**src/assert_macros.svh**
```systemverilog
// assertion macros for the rtl file
`ifndef ASSERT_MACROS_SVH
`define ASSERT_MACROS_SVH

`ifndef SYNTHESIS

// check a property on every rising clock edge outside reset
`define ASSERT_CHK(lbl, prop) \
  lbl: assert property (@(posedge clk_i) disable iff (!rst_ni) (prop)) \
    else $error("cpualu assertion failed");

// check a property on every rising clock edge, reset included
`define ASSERT_ALWAYS(lbl, prop) \
  lbl: assert property (@(posedge clk_i) (prop)) \
    else $error("cpualu assertion failed");

`else

`define ASSERT_CHK(lbl, prop)
`define ASSERT_ALWAYS(lbl, prop)

`endif

`endif

```
**src/cpualu_pkg.sv**
```systemverilog
// types and constants of the 8-bit alu with flags
package cpualu_pkg;

  // operation codes
  typedef enum logic [4:0] {
    OP_INC   = 5'd0,
    OP_DEC   = 5'd1,
    OP_ADD   = 5'd2,
    OP_ADC   = 5'd3,
    OP_SUB   = 5'd4,
    OP_SBC   = 5'd5,
    OP_AND   = 5'd6,
    OP_OR    = 5'd7,
    OP_XOR   = 5'd8,
    OP_CP    = 5'd9,
    OP_ADD16 = 5'd10,
    OP_ADC16 = 5'd11,
    OP_SBC16 = 5'd12,
    OP_RRD   = 5'd13,
    OP_RLD   = 5'd14,
    OP_RLCA  = 5'd15,
    OP_RRCA  = 5'd16,
    OP_RLA   = 5'd17,
    OP_RRA   = 5'd18,
    OP_CPL   = 5'd19,
    OP_NEG   = 5'd20,
    OP_RLC   = 5'd21,
    OP_RRC   = 5'd22,
    OP_RL    = 5'd23,
    OP_RR    = 5'd24,
    OP_SLA   = 5'd25,
    OP_SRA   = 5'd26,
    OP_SLL   = 5'd27,
    OP_SRL   = 5'd28
  } alu_op_e;

  // flag bit positions, S Z Y H X P/V N C from bit 7 down
  localparam int unsigned FlagS = 7;
  localparam int unsigned FlagZ = 6;
  localparam int unsigned FlagY = 5;
  localparam int unsigned FlagH = 4;
  localparam int unsigned FlagX = 3;
  localparam int unsigned FlagP = 2;
  localparam int unsigned FlagN = 1;
  localparam int unsigned FlagC = 0;

  // flag masks
  localparam logic [7:0] MaskS53  = 8'hA8;
  localparam logic [7:0] Mask53   = 8'h28;
  localparam logic [7:0] MaskSZP  = 8'hC4;
  localparam logic [7:0] MaskSZPC = 8'hC5;
  localparam logic [7:0] MaskHN   = 8'h12;

  // one input beat
  typedef struct packed {
    logic [4:0]  op;
    logic [7:0]  acc_in;
    logic [7:0]  flags_in;
    logic [15:0] operand_a;
    logic [15:0] operand_b;
    logic [7:0]  mem_byte;
  } alu_in_t;

  // one result beat
  typedef struct packed {
    logic [15:0] value_out;
    logic [7:0]  acc_out;
    logic [7:0]  flags_out;
    logic [7:0]  mem_write;
  } alu_res_t;

endpackage

```
**src/cpu_alu_8bit_with_flags.sv**
```systemverilog
// 8-bit cpu alu with flag byte, input register and result register
//
//  channel  | ports                  | handshake
//  ---------+------------------------+-----------------------------------
//  input    | in_i  (alu_in_t)       | beat taken when start && !busy
//  result   | res_o (alu_res_t)      | beat valid for one cycle on done_o
//
// every beat passes from start to done_o through the input register, then
// through the operation logic into the result register.
// busy stays low, so a new beat is taken in every cycle.
// reset clears the two valid flags only; payload registers are not reset.
// the receiver cannot stall: each result is shown for exactly one cycle.
`include "assert_macros.svh"

module cpu_alu_8bit_with_flags import cpualu_pkg::*; (
  input  logic     clk_i,
  input  logic     rst_ni,
  input  logic     start,
  output logic     busy,
  input  alu_in_t  in_i,
  output logic     done_o,
  output alu_res_t res_o
);

  // 8-bit add or subtract, returns {flags, result}
  function automatic logic [15:0] arith8(input logic [7:0] a, input logic [7:0] v,
                                         input logic c, input logic sub);
    logic [8:0] r9;
    logic [4:0] h5;
    logic       ov;
    logic [7:0] f;
    if (sub) begin
      r9 = {1'b0, a} - {1'b0, v} - {8'h00, c};
      h5 = {1'b0, a[3:0]} - {1'b0, v[3:0]} - {4'h0, c};
      ov = (a[7] ^ v[7]) & (a[7] ^ r9[7]);
    end else begin
      r9 = {1'b0, a} + {1'b0, v} + {8'h00, c};
      h5 = {1'b0, a[3:0]} + {1'b0, v[3:0]} + {4'h0, c};
      ov = ~(a[7] ^ v[7]) & (a[7] ^ r9[7]);
    end
    f = {r9[7], (r9[7:0] == 8'h00), r9[5], h5[4], r9[3], ov, sub, r9[8]};
    return {f, r9[7:0]};
  endfunction

  // sign, zero, y, x and even parity of a byte
  function automatic logic [7:0] szp(input logic [7:0] r);
    return (r & MaskS53) | {1'b0, (r == 8'h00), 3'b000, ~^r, 2'b00};
  endfunction

  alu_in_t  in_q;
  logic     in_valid_q, in_valid_d;
  alu_res_t res_q, res_d;
  logic     done_q;

  assign busy       = 1'b0;
  assign in_valid_d = start & ~busy;

  // input register
  always_ff @(posedge clk_i or negedge rst_ni) begin
    if (!rst_ni) begin
      in_valid_q <= 1'b0;
    end else begin
      in_valid_q <= in_valid_d;
    end
  end

  always_ff @(posedge clk_i) begin
    if (in_valid_d) begin
      in_q <= in_i;
    end
  end

  // operation logic
  logic [7:0]  a, f, v, m, r8, acc, nf, mw;
  logic [15:0] w1, w2, val, arith;
  logic [16:0] r17;
  logic [12:0] h13;
  logic        cin, cb, val_is_acc;

  always_comb begin
    a          = in_q.acc_in;
    f          = in_q.flags_in;
    w1         = in_q.operand_a;
    w2         = in_q.operand_b;
    m          = in_q.mem_byte;
    v          = w1[7:0];
    cin        = f[FlagC];
    acc        = a;
    nf         = f;
    mw         = 8'h00;
    val        = 16'h0000;
    val_is_acc = 1'b1;
    r8         = 8'h00;
    r17        = 17'h00000;
    h13        = 13'h0000;
    cb         = 1'b0;
    arith      = 16'h0000;
    case (alu_op_e'(in_q.op))
      OP_INC: begin
        r8 = v + 8'h01;
        nf = {r8[7], (r8 == 8'h00), r8[5], (r8[3:0] == 4'h0), r8[3],
              (r8 == 8'h80), 1'b0, cin};
        val = {8'h00, r8};
        val_is_acc = 1'b0;
      end
      OP_DEC: begin
        r8 = v - 8'h01;
        nf = {r8[7], (r8 == 8'h00), r8[5], (v[3:0] == 4'h0), r8[3],
              (r8 == 8'h7F), 1'b1, cin};
        val = {8'h00, r8};
        val_is_acc = 1'b0;
      end
      OP_ADD: begin
        arith = arith8(a, v, 1'b0, 1'b0);
        {nf, acc} = arith;
      end
      OP_ADC: begin
        arith = arith8(a, v, cin, 1'b0);
        {nf, acc} = arith;
      end
      OP_SUB: begin
        arith = arith8(a, v, 1'b0, 1'b1);
        {nf, acc} = arith;
      end
      OP_SBC: begin
        arith = arith8(a, v, cin, 1'b1);
        {nf, acc} = arith;
      end
      OP_AND: begin
        acc = a & v;
        nf  = szp(acc);
        nf[FlagH] = 1'b1;
      end
      OP_OR: begin
        acc = a | v;
        nf  = szp(acc);
      end
      OP_XOR: begin
        acc = a ^ v;
        nf  = szp(acc);
      end
      // compare takes y and x from the operand
      OP_CP: begin
        arith = arith8(a, v, 1'b0, 1'b1);
        nf = (arith[15:8] & ~Mask53) | (v & Mask53);
      end
      OP_ADD16: begin
        r17 = {1'b0, w1} + {1'b0, w2};
        h13 = {1'b0, w1[11:0]} + {1'b0, w2[11:0]};
        nf  = (f & MaskSZP) | (r17[15:8] & Mask53);
        nf[FlagH] = h13[12];
        nf[FlagC] = r17[16];
        val = r17[15:0];
        val_is_acc = 1'b0;
      end
      OP_ADC16: begin
        r17 = {1'b0, w1} + {1'b0, w2} + {16'h0000, cin};
        h13 = {1'b0, w1[11:0]} + {1'b0, w2[11:0]} + {12'h000, cin};
        nf  = {r17[15], (r17[15:0] == 16'h0000), r17[13], h13[12], r17[11],
               ~(w1[15] ^ w2[15]) & (w1[15] ^ r17[15]), 1'b0, r17[16]};
        val = r17[15:0];
        val_is_acc = 1'b0;
      end
      OP_SBC16: begin
        r17 = {1'b0, w1} - {1'b0, w2} - {16'h0000, cin};
        h13 = {1'b0, w1[11:0]} - {1'b0, w2[11:0]} - {12'h000, cin};
        nf  = {r17[15], (r17[15:0] == 16'h0000), r17[13], h13[12], r17[11],
               (w1[15] ^ w2[15]) & (w1[15] ^ r17[15]), 1'b1, r17[16]};
        val = r17[15:0];
        val_is_acc = 1'b0;
      end
      // nibble rotates through the memory byte
      OP_RRD: begin
        mw  = {a[3:0], m[7:4]};
        acc = {a[7:4], m[3:0]};
        nf  = szp(acc);
        nf[FlagC] = cin;
      end
      OP_RLD: begin
        mw  = {m[3:0], a[3:0]};
        acc = {a[7:4], m[7:4]};
        nf  = szp(acc);
        nf[FlagC] = cin;
      end
      // accumulator rotates keep s, z and p
      OP_RLCA: begin
        acc = {a[6:0], a[7]};
        nf  = (f & MaskSZP) | (acc & Mask53);
        nf[FlagC] = a[7];
      end
      OP_RRCA: begin
        acc = {a[0], a[7:1]};
        nf  = (f & MaskSZP) | (acc & Mask53);
        nf[FlagC] = a[0];
      end
      OP_RLA: begin
        acc = {a[6:0], cin};
        nf  = (f & MaskSZP) | (acc & Mask53);
        nf[FlagC] = a[7];
      end
      OP_RRA: begin
        acc = {cin, a[7:1]};
        nf  = (f & MaskSZP) | (acc & Mask53);
        nf[FlagC] = a[0];
      end
      OP_CPL: begin
        acc = ~a;
        nf  = (f & MaskSZPC) | (acc & Mask53) | MaskHN;
      end
      OP_NEG: begin
        arith = arith8(8'h00, a, 1'b0, 1'b1);
        {nf, acc} = arith;
      end
      // cb rotates and shifts
      OP_RLC, OP_RRC, OP_RL, OP_RR, OP_SLA, OP_SRA, OP_SLL, OP_SRL: begin
        case (alu_op_e'(in_q.op))
          OP_RLC:  begin r8 = {v[6:0], v[7]}; cb = v[7]; end
          OP_RRC:  begin r8 = {v[0], v[7:1]}; cb = v[0]; end
          OP_RL:   begin r8 = {v[6:0], cin};  cb = v[7]; end
          OP_RR:   begin r8 = {cin, v[7:1]};  cb = v[0]; end
          OP_SLA:  begin r8 = {v[6:0], 1'b0}; cb = v[7]; end
          OP_SRA:  begin r8 = {v[7], v[7:1]}; cb = v[0]; end
          OP_SLL:  begin r8 = {v[6:0], 1'b1}; cb = v[7]; end
          default: begin r8 = {1'b0, v[7:1]}; cb = v[0]; end
        endcase
        nf = szp(r8);
        nf[FlagC] = cb;
        val = {8'h00, r8};
        val_is_acc = 1'b0;
      end
      // unused codes leave everything unchanged
      default: begin
      end
    endcase
    if (val_is_acc) begin
      val = {8'h00, acc};
    end
    res_d.value_out = val;
    res_d.acc_out   = acc;
    res_d.flags_out = nf;
    res_d.mem_write = mw;
  end

  // result register
  always_ff @(posedge clk_i or negedge rst_ni) begin
    if (!rst_ni) begin
      done_q <= 1'b0;
    end else begin
      done_q <= in_valid_q;
    end
  end

  always_ff @(posedge clk_i) begin
    if (in_valid_q) begin
      res_q <= res_d;
    end
  end

  assign done_o = done_q;
  assign res_o  = res_q;

  // every beat in the input register shows up as a result in the next cycle
  `ASSERT_CHK(a_done_follows, in_valid_q |=> done_q)
  `ASSERT_CHK(a_no_spurious_done, !in_valid_q |=> !done_q)
  // only the nibble rotates write memory
  `ASSERT_CHK(a_mem_write_zero, done_q |-> (res_q.mem_write == 8'h00) ||
    ($past(in_q.op) == OP_RRD) || ($past(in_q.op) == OP_RLD))
  // compare leaves the accumulator alone
  `ASSERT_CHK(a_cp_keeps_acc, (done_q && ($past(in_q.op) == OP_CP)) |->
    (res_q.acc_out == $past(in_q.acc_in)))
  // subtraction sets n
  `ASSERT_CHK(a_sub_sets_n, (done_q && ($past(in_q.op) == OP_SUB)) |->
    res_q.flags_out[FlagN])
  `ASSERT_ALWAYS(a_never_busy, !busy)

endmodule
```
**config.mk**
```make
export PLATFORM = sky130hd
export DESIGN_NAME = cpu_alu_8bit_with_flags
export DESIGN_NICKNAME = d
export VERILOG_FILES = /design/src/cpualu_pkg.sv /design/src/cpu_alu_8bit_with_flags.sv
export VERILOG_INCLUDE_DIRS = /design/src /design/src/src
export SDC_FILE = /design/constraint.sdc
export NUM_CORES = 1
export LEC_CHECK = 0
export ABC_CLOCK_PERIOD_IN_PS = 6400
export BUFFER_PORTS_ARGS = -buffer_cell sky130_fd_sc_hd__buf_4
export CORE_UTILIZATION = 45
export CTS_CLUSTER_SIZE = 12
export DETAILED_ROUTE_END_ITERATION = 8
export HOLD_SLACK_MARGIN = 0.05
export PLACE_DENSITY = 0.68
export SLEW_MARGIN = 10
export SYNTH_ARGS = -nofsm -noshare
export SYNTH_HDL_FRONTEND = slang
export SYNTH_SLANG_ARGS = --single-unit
```
**constraint.sdc**
```tcl
create_clock -name clk_i -period 6.4 [get_ports clk_i]
set_input_delay 0.64 -clock clk_i [delete_from_list [all_inputs] [get_ports clk_i]]
set_output_delay 0.64 -clock clk_i [all_outputs]
set_load 0.02 [all_outputs]
```
# After elaboration in Yosys (flattened, before gate mapping)

Cells that the tools add are included.

Input port bits: 64
Output and inout port bits: 42
Flip-flop bits (word level): 103

Equality and inequality tests: 30
Bitwise gates (word level): 32
Reduce and logical (&&, ||, !) cells: 30
Add/subtract/negate cells: 20
Muxes and demuxes: 16

Operators with widths:

| operator             | count |
|---|---|
| $pmux W8 S20         | 1 |
| $pmux W8 S15         | 1 |
| $logic_not A8 Y1     | 14 |
| $pmux W16 S6         | 1 |
| $eq A5 B5 Y1 const B | 13 |
| $pmux W8 S7          | 1 |
| $mux W9              | 6 |
| $or A8 B7 Y8         | 6 |
| $reduce_xnor A8 Y1   | 6 |
| $eq A5 B4 Y1 const B | 8 |
| $or A8 B6 Y8         | 5 |
| $logic_not A16 Y1    | 2 |
| $eq A5 B3 Y1 const B | 4 |
| $add A16 B16 Y17     | 1 |
| $add A17 B1 Y17      | 1 |
| $sub A16 B16 Y17     | 1 |
| $sub A17 B1 Y17      | 1 |
| $mux W8              | 2 |
| $pmux W8 S2          | 1 |
| $add A12 B12 Y13     | 1 |
| $add A13 B1 Y13      | 1 |
| $reduce_or A13 Y1    | 1 |
| $sub A12 B12 Y13     | 1 |
| $sub A13 B1 Y13      | 1 |
| other kinds (30)     | 48 |

# Logic depth before layout (Yosys ltp)

Gate-level depths: netlist of the first run.

Depth in word-level cells: 6
Gate-level depth with buffers: 15
Depth with buffers taken out: 14

# Worst setup path before layout of the first run

Ideal clock, no wire load.

Kind: reg-to-reg
From: register in_q, in the netlist w1[3]
To: register res_q, in the netlist res_o[31], data pin
Library setup time: 0.260 ns
Stages on the path, launching flop included: 14
Period minus slack after synthesis: 3.862 ns
Setup slack: 2.538 ns
Required time: 6.140 ns
Arrival: 3.602 ns
Cells stage by stage: edfxtp_1 > clkbuf_1 > inv_1 > ha_1 > ha_1 > a221oi_1 > o221a_2 > xnor2_1 > nand4_1 > xnor3_1 > and2_1 > a211oi_1 > a31oi_1 > mux2_2

Cells in the longest elaborated chain, start to end: 5
Elaborated cells on any way between the ends: 17

Ends and longest elaborated chain:

| what                                                  | line                           | RTL |
|---|---|---|
| from (decl)                                           | cpu_alu_8bit_with_flags.sv:50  | `alu_in_t in_q;` |
| from (signal assigned)                                | cpu_alu_8bit_with_flags.sv:69  | `in_q <= in_i;` |
| $sub A8 B8 Y9 / $add A8 B8 Y9 (equally long branches) | -                              |  |
| $sub A9 B1 Y9 / $add A9 B1 Y9 (equally long branches) | -                              |  |
| $mux W9                                               | cpu_alu_8bit_with_flags.sv:98  | `case (alu_op_e'(in_q.op))` |
| $pmux W8 S15 *                                        | cpu_alu_8bit_with_flags.sv:98  |  |
| named net acc[7]                                      | cpu_alu_8bit_with_flags.sv:74  | `logic [7:0] a, f, v, m, r8, acc, nf, mw;` |
| $mux W8 *                                             | cpu_alu_8bit_with_flags.sv:235 | `if (val_is_acc) begin` |
| named net val[7]                                      | cpu_alu_8bit_with_flags.sv:75  | `logic [15:0] w1, w2, val, arith;` |
| to (signal assigned)                                  | cpu_alu_8bit_with_flags.sv:255 | `res_q <= res_d;` |
| to (decl)                                             | cpu_alu_8bit_with_flags.sv:52  | `alu_res_t res_q, res_d;` |

The timed path passes the listed nets; every way through them passes the cells marked *. The select of a mux whose other input is x is not followed.
A chain may end at the register's enable or synchronous reset.

# Final worst setup path of the first run

From: register in_q, in the netlist w1[4]
To: register res_q, in the netlist res_o[14], data pin

Cells in the longest elaborated chain, start to end: 5
Elaborated cells on any way between the ends: 39

Ends and longest elaborated chain:

| what                                                                     | line |
|---|---|
| parallel branches: the longest is 4 deep, another holds $sub A16 B16 Y17 | - |
| $pmux W8 S20 *                                                           | cpu_alu_8bit_with_flags.sv:98 |
| named net nf[6]                                                          | cpu_alu_8bit_with_flags.sv:74 |

Mark *: on every way through the listed nets, which the timed path passes. The select of a mux whose other input is x is not followed.

==> flow_summary_export.csv, run 1 <==
group,metric,value,unit
power_and_ir_drop,leakage,0.00471,uW
power_and_ir_drop,power.internal,1610,uW
die,initial_core_util,46.1,%
yosys,syn_nets,1357,
yosys,syn_avg_cell_area,8.90,um2
final_layout,synthToLayoutAreaGrowth,12.5,%
die,pin_count,106,
final_layout,final_common_cell,"buf_4",
min_path,hold_end,"w1[8]",
global_routing,first_global_vias,9081,
drt,drc,0,
worst_setup_path,rr_worst_depth,13,
final_layout,drive_gt1_share,12.5,%
clock_network,clock_path_buffers,2,
power_and_ir_drop,p_seq_share,32.1,%
min_path,hp-class,"primary input to flip-flop",
yosys,synth_edf_count,101,
yosys,synth_ff_type,"edfxtp_1",
timing,post-route-period-util,79.4,%
die,dieArea,0.0239,mm2
yosys,synth_seq_cells,103,
power_and_ir_drop,p_switching,1200,uW
min_path,whs_path_depth,1,
min_path,worstHoldStart,"in_i[32]",
placement,gp_congestion,0.941,
clock_network,root_buffer,"clkbuf_16",
worst_setup_path,r2r_start,"w1[4]",
worst_setup_path,cp_data_arrival_time,5.18,ns
placement,dp_hpwl,28700,um
drt,num_vias,9858,
global_routing,grt.total_usage,30.7,%
run,drv_cap,0,
clock_network,cts_setup_buffers,0,
die,chipWidth,155,um
timing,fin_crit,5.08,ns
final_layout,antenna_cells,0,
power_and_ir_drop,p_comb_share,47.9,%
timing,tns,0,ns
timing,finalHoldViolations,0,
global_routing,antenna_found_initial,0,
drt,drtIter0Drc,1132,
final_layout,layoutNonFillerInstCount,1566,
drt,drt-pass1-iter-count,6,
worst_setup_path,crit_fanout,9,
final_layout,fin_util,51.8,%
yosys,ys_seq_area_share,29.4,%
final_layout,fin_nets,1426,
clock_network,htree_levels,3,
worst_setup_path,required,6.50,ns
clock_network,ctsHoldBuffers,1,
power_and_ir_drop,ir_drop,0.122,mV
die,rows,55,
worst_setup_path,start_kind,"flip-flop",
clock_network,cts-resized-gates,0,
yosys,syn_area,0.0105,mm2
timing,rsz0062_at_grt,"no",
worst_setup_path,crit_path_end_kind,"flip-flop",
global_routing,grt_pass1_wl,55100,um
worst_setup_path,crit_type,"flip-flop to flip-flop",
clock_network,cts_tree,"yes",
timing,setup_viol,0,
clock_network,clk-insertion-delay-late,0.37,ns
timing,finalMaxSlewViolations,0,
clock_network,cts_buffers,9,
yosys,ys_types,91,
die,die_h,155,um
yosys,yosys_warnings,0,
placement,io_buffers,104,
drt,wl_per_cell,23.3,um
clock_network,path_clk_slew,0.08,ns
global_routing,overflow,0,
power_and_ir_drop,power_per_cell_area,238,mW/mm2
die,core_area,0.0228,mm2
placement,dp_cells,1549,
timing,slew_headroom,22.5,%
power_and_ir_drop,switching_share,42.6,%
power_and_ir_drop,clkPwrFrac,20.0,%
drt,drt_wl_total,36500,um
yosys,synth_cells,1179,
worst_setup_path,reg2reg_to,"res_o[14]",
drt,via_per_inst,6.30,
timing,worst_slew_pin_slew,1.15,ns
clock_network,clock_sinks,103,
drt,ant_nets,0,
timing,finClkSkew,0.0168,ns
global_routing,grt_max_degree,63,
outcome,status,"completed",
yosys,ys_async_sr_fraction,1.94,%
final_layout,final_cell_mix,"111 x buf_4, 109 x ha_1, 101 x edfxtp_1",
worst_setup_path,r2r_setup_slack,1.32,ns
timing,max_freq,197,MHz
## critical path, stage by stage, from the launching register on
cell and delay (ns):
edfxtp_1 0.65, clkinv_1 0.48, ha_1 0.52, inv_1 0.06
ha_1 0.35, a21o_1 0.22, a31oi_1 0.24, o21ai_0 0.24
a2111oi_0 0.95, nor3_1 0.17, o221ai_1 0.32, o311ai_0 0.27
a41oi_1 0.23, nand2_1 0.10
## registers in the layout, summed over array words and instances, names as in the netlist
name and cells:
res_o 40, done_o 1, in_q 5, a 8
f 8, in_valid_q 1, w2 16, w1 16
m 8
## worst max path at each step
stage                           end   from  slack (ns)  cells after the start
after floorplan           res_o[31]  w1[3]        2.54                     13
after global placement    res_o[31]  w1[2]        1.47                     12
after detailed placement  res_o[31]  w1[2]        1.50                     12
after CTS                 res_o[31]  w1[2]        1.47                     12
after global routing      res_o[14]  w1[4]        1.10                     13
final                     res_o[14]  w1[4]        1.32                     13
## cell families after synthesis
group / count (synthesis) / synth area share [%]
AO/OA/AOI/OAI: 311 / 21.9
XOR/XNOR: 107 / 9.06
adder cells (fa/ha/maj): 114 / 13.9
buffers and inverters: 154 / 5.59
flip-flops: 103 / 29.4
multiplexers: 18 / 1.76
other: 1 / 0.0357
AND/OR/NAND/NOR: 371 / 18.3
## synth_stat cells, types with 8 or more instances
library cell	instances	area [um2]
a211oi_1	13	97.6
a21oi_1	48	240
a221oi_1	13	114
a22o_1	14	123
a22oi_1	10	75.1
and3_1	11	68.8
clkbuf_1	44	165
edfxtp_1	101	3030
ha_1	109	1360
inv_1	98	368
mux2i_1	14	140
nand2_1	74	278
nand2b_1	9	56.3
nand3_1	36	180
nand4_1	19	119
nor2_1	88	330
nor2b_1	13	81.3
nor3_1	44	220
nor4_1	13	81.3
o2111ai_1	9	78.8
o21a_1	13	97.6
o21ai_0	43	215
o221ai_1	15	131
o22ai_1	20	125
o31ai_1	12	90.1
or2_2	9	56.3
or3_1	11	68.8
or4_1	8	60.1
xnor2_1	70	613
xor2_1	36	315
## per-stage QoR
stage / hold slack [ns] / total power (uW) / worst slack [ns] / instance area [um2]
floorplan: 0.344 / 1820 / 2.54 / 10500
global placement: 0.423 / 2220 / 1.47 / 11500
detailed placement: 0.424 / 2220 / 1.50 / 11500
CTS: 0.431 / 2790 / 1.47 / 11800
global route: 0.429 / 2960 / 1.10 / 11800
finish: 0.436 / 2810 / 1.32 / 11800
## power by group through the flow
stage / registers (uW) / logic (uW) / clock network, uW
after detailed placement: 917 / 1300 / 0
after global routing: 912 / 1450 / 594
after global placement: 915 / 1310 / 0
final: 903 / 1350 / 561
after CTS: 902 / 1310 / 578
after floorplan: 924 / 892 / 0
## final cells by class
cell class / instances / area [um2]
repair buffers: 112 / 843
multi-input cells: 922 / 6830
well taps: 313 / 392
inverters: 100 / 375
flip-flops and latches: 103 / 3080
clock inverters: 7 / 60.1
clock buffers: 9 / 225
fillers: 2154 / 11000
## routing by layer
metal  global-route usage [%]  up-vias  part of all wire [%]
met3                     6.39       52                   9.3
met4                     9.81        0                   2.8
li1                         -     4578                     -
met2                     43.6      506                    41
met5                        0        -                     0
met1                     45.8     4722                    47
(Power assumes the default switching activity.)
==> run 2: changes to the inputs <==
--- a/config.mk
+++ b/config.mk
@@ -6,13 +6,14 @@
 export SDC_FILE = /design/constraint.sdc
 export NUM_CORES = 1
 export LEC_CHECK = 0
-export ABC_CLOCK_PERIOD_IN_PS = 6400
+export ABC_AREA = 1
+export ABC_CLOCK_PERIOD_IN_PS = 4100
 export BUFFER_PORTS_ARGS = -buffer_cell sky130_fd_sc_hd__buf_4
 export CORE_UTILIZATION = 45
 export CTS_CLUSTER_SIZE = 12
 export DETAILED_ROUTE_END_ITERATION = 8
 export HOLD_SLACK_MARGIN = 0.05
-export PLACE_DENSITY = 0.68
+export PLACE_DENSITY = 0.7
 export SLEW_MARGIN = 10
 export SYNTH_ARGS = -nofsm -noshare
 export SYNTH_HDL_FRONTEND = slang
==> constraint.sdc (replaced) <==
create_clock -name clk_i -period 4.1 [get_ports clk_i]
set_input_delay 0.41 -clock clk_i [delete_from_list [all_inputs] [get_ports clk_i]]
set_output_delay 0.41 -clock clk_i [all_outputs]
set_load 0.02 [all_outputs]
==> flow_summary_export.csv, run 2 <==
group,metric,value,unit
yosys,synth_edf_count,101,
die,dieArea,0.0240,mm2
yosys,ys_async_sr_fraction,1.94,%
placement,dp_hpwl,30500,um
yosys,yosys_warnings,0,
yosys,synth_area_leaders,"edfxtp_1 29%, ha_1 13%, nand2_1 12%",
die,die_h,155,um
run,drv_cap,0,
timing,post-route-period-util,95.7,%
final_layout,drive_gt1_share,16.4,%
placement,dp_cells,1853,
timing,finClkSkew,0.0140,ns
worst_setup_path,start_kind,"flip-flop",
placement,io_buffers,104,
die,rows,55,
worst_setup_path,worst-path-stages,14,
die,core_area,0.0228,mm2
clock_network,clock_sinks,103,
timing,slew_headroom,15.1,%
min_path,whs_path_depth,1,
yosys,syn_avg_cell_area,7.36,um2
clock_network,cts_tree,"yes",
power_and_ir_drop,leakage,0.00586,uW
power_and_ir_drop,p_total,4380,uW
clock_network,path_clk_slew,0.09,ns
worst_setup_path,crit_type,"flip-flop to flip-flop",
clock_network,cts_buffers,9,
final_layout,layoutNonFillerInstCount,1870,
timing,max_freq,255,MHz
final_layout,multi_input_area,0.00646,mm2
yosys,ys_seq_area_share,29.3,%
worst_setup_path,crit_family,"adder cells",
worst_setup_path,reg2reg_to,"res_o[29]",
min_path,worstHoldStart,"in_i[20]",
yosys,synth_top_area_share,28.8,%
worst_setup_path,rr_worst_depth,14,
clock_network,root_buffer,"clkbuf_16",
worst_setup_path,required,4.22,ns
worst_setup_path,crit_fanout,9,
drt,via_per_inst,5.76,
global_routing,grt_pass1_wl,57100,um
die,initial_core_util,46.2,%
yosys,synth_most_common_cell,"nand2_1",
timing,worst_slew_pin_slew,1.24,ns
worst_setup_path,worstPathCellList,"inv_1, ha_1, inv_1, ha_1, nand2_1, inv_1, nand2_1, nand2_1, nand2_1, nand2_1, o22ai_1, a2111oi_1, buf_4, nand2_1",
worst_setup_path,cp_data_arrival_time,4.05,ns
power_and_ir_drop,power_per_cell_area,362,mW/mm2
global_routing,grt.total_usage,31.4,%
global_routing,overflow,0,
yosys,synth_seq_cells,103,
final_layout,synthToLayoutAreaGrowth,14.9,%
yosys,synth_ff_type,"edfxtp_1",
global_routing,first_global_vias,9935,
global_routing,grt_max_degree,63,
placement,gp_congestion,1.06,
drt,drtIter0Drc,1267,
clock_network,htree_levels,3,
worst_setup_path,crit_path_frequent_cell,"nand2_1",
die,pin_count,106,
die,chipWidth,155,um
drt,drt_wl_total,37800,um
final_layout,largest_register_ffs,40,
worst_setup_path,crit_path_end_kind,"flip-flop",
timing,finalMaxSlewViolations,0,
final_layout,final_cell_mix,"346 x nand2_1, 187 x inv_1, 129 x buf_4",
global_routing,antenna_found_initial,0,
drt,wl_per_cell,20.2,um
final_layout,fin_util,53.1,%
final_layout,seqCellArea,0.00308,mm2
drt,drt-pass1-iter-count,7,
worst_setup_path,r2r_setup_slack,0.18,ns
drt,num_vias,10772,
min_path,hp-class,"primary input to flip-flop",
drt,ant_nets,0,
clock_network,clk-insertion-delay-late,0.37,ns
timing,fin_crit,3.92,ns
yosys,synth_commonest_cells,"346 x nand2_1, 187 x inv_1, 118 x nor2_1",
worst_setup_path,r2r_start,"w1[3]",
clock_network,clock_path_buffers,2,
drt,drc,0,
final_layout,fill_cells,2193,
yosys,synth_area_leader_cell,"edfxtp_1",
final_layout,final_common_cell,"nand2_1",
timing,setup_viol,0,
final_layout,fin_nets,1730,
worst_setup_path,max_stage_delay,0.78,ns
worst_setup_path,cp_slowest_cell,"a2111oi_1",
final_layout,antenna_cells,0,
min_path,hold_end,"w2[12]",
timing,finalHoldViolations,0,
yosys,synth_cells,1431,
yosys,syn_nets,1609,
worst_setup_path,path_buf_inv,4,
timing,rsz0062_at_grt,"no",
timing,tns,0,ns
yosys,ys_types,58,
power_and_ir_drop,ir_drop,0.252,mV
yosys,syn_area,0.0105,mm2
outcome,status,"completed",
run 2: changes by cell type after synthesis, moves of 18 or more:
cell / previous run / this run
nand2_1: 74 / 346
inv_1: 98 / 187
nand3_1: 36 / 116
xnor2_1: 70 / 16
clkbuf_1: 44 / 3
inv_2: 0 / 32
nor2_1: 88 / 118
nand4_1: 19 / 47
nor3_1: 44 / 19
nand2_2: 0 / 23
o22ai_1: 20 / 38
run 2: cell families (layout without fill, tap and decap cells):
family | after synthesis | in the layout | share of synthesized area, %
compound gates | 191 | 191 | 11.4
fa+ha+maj | 114 | 114 | 13.9
flops | 103 | 103 | 29.3
simple gates | 729 | 729 | 31.9
xor+xnor | 46 | 46 | 4.18
other cells | 1 | 1 | 0.0356
buf+inv | 247 | 373 | 9.33
run 2: final cells by class:
cell class | instances | share of cell area, %
repair buffers | 130 | 8.09
multi-input cells | 1081 | 53.5
clock buffers | 9 | 1.86
clock inverters | 7 | 0.745
well taps | 313 | 3.24
flip-flops and latches | 103 | 25.5
inverters | 227 | 7.12
run 2: where the power goes:
group	switching, uW	leakage (uW)	internal [uW]
sequential	81.7	0.00101	1300
clock	490	0.000147	437
combinational	1400	0.00470	680
run 2: how the worst max path moves through the flow:
stage	from	to	slack [ns]
final	w1[3]	res_o[29]	0.18
after global routing	w1[5]	res_o[10]	0.02
after CTS	w1[3]	res_o[29]	0.27
after detailed placement	w1[3]	res_o[29]	0.29
after global placement	w1[3]	res_o[29]	0.22
after floorplan	w1[5]	res_o[10]	1.25
run 2: stage by stage:
step	cell area [um2]	hold WS [ns]	setup WS, ns
2_1_floorplan	10500	0.114	1.25
3_3_place_gp	11800	0.193	0.221
3_5_place_dp	11800	0.194	0.288
4_1_cts	12100	0.202	0.274
5_1_grt	12100	0.205	0.0218
6_report	12100	0.204	0.175
run 2: metal layers:
metal,part of all wire [%],track usage [%],wire length [um]
met1,44,45.3,16500
met2,41,45.5,15600
met3,13,8.41,4810
met4,2.5,9.38,934
met5,0,0,0
run 2: worst register-to-register path: cells and delay by family (launching register included):
kind	cells	cell delay, ns
simple gates	6	0.48
flops	1	0.70
compound gates	2	0.88
buf+inv	4	0.73
fa+ha+maj	2	0.89
run 2: what timing repair did:
item,CTS,global route
endpoints found under the hold margin,2,0
gates resized for setup,0,1
hold buffers,1,0
setup buffers,0,0
endpoints found under the setup margin,0,1
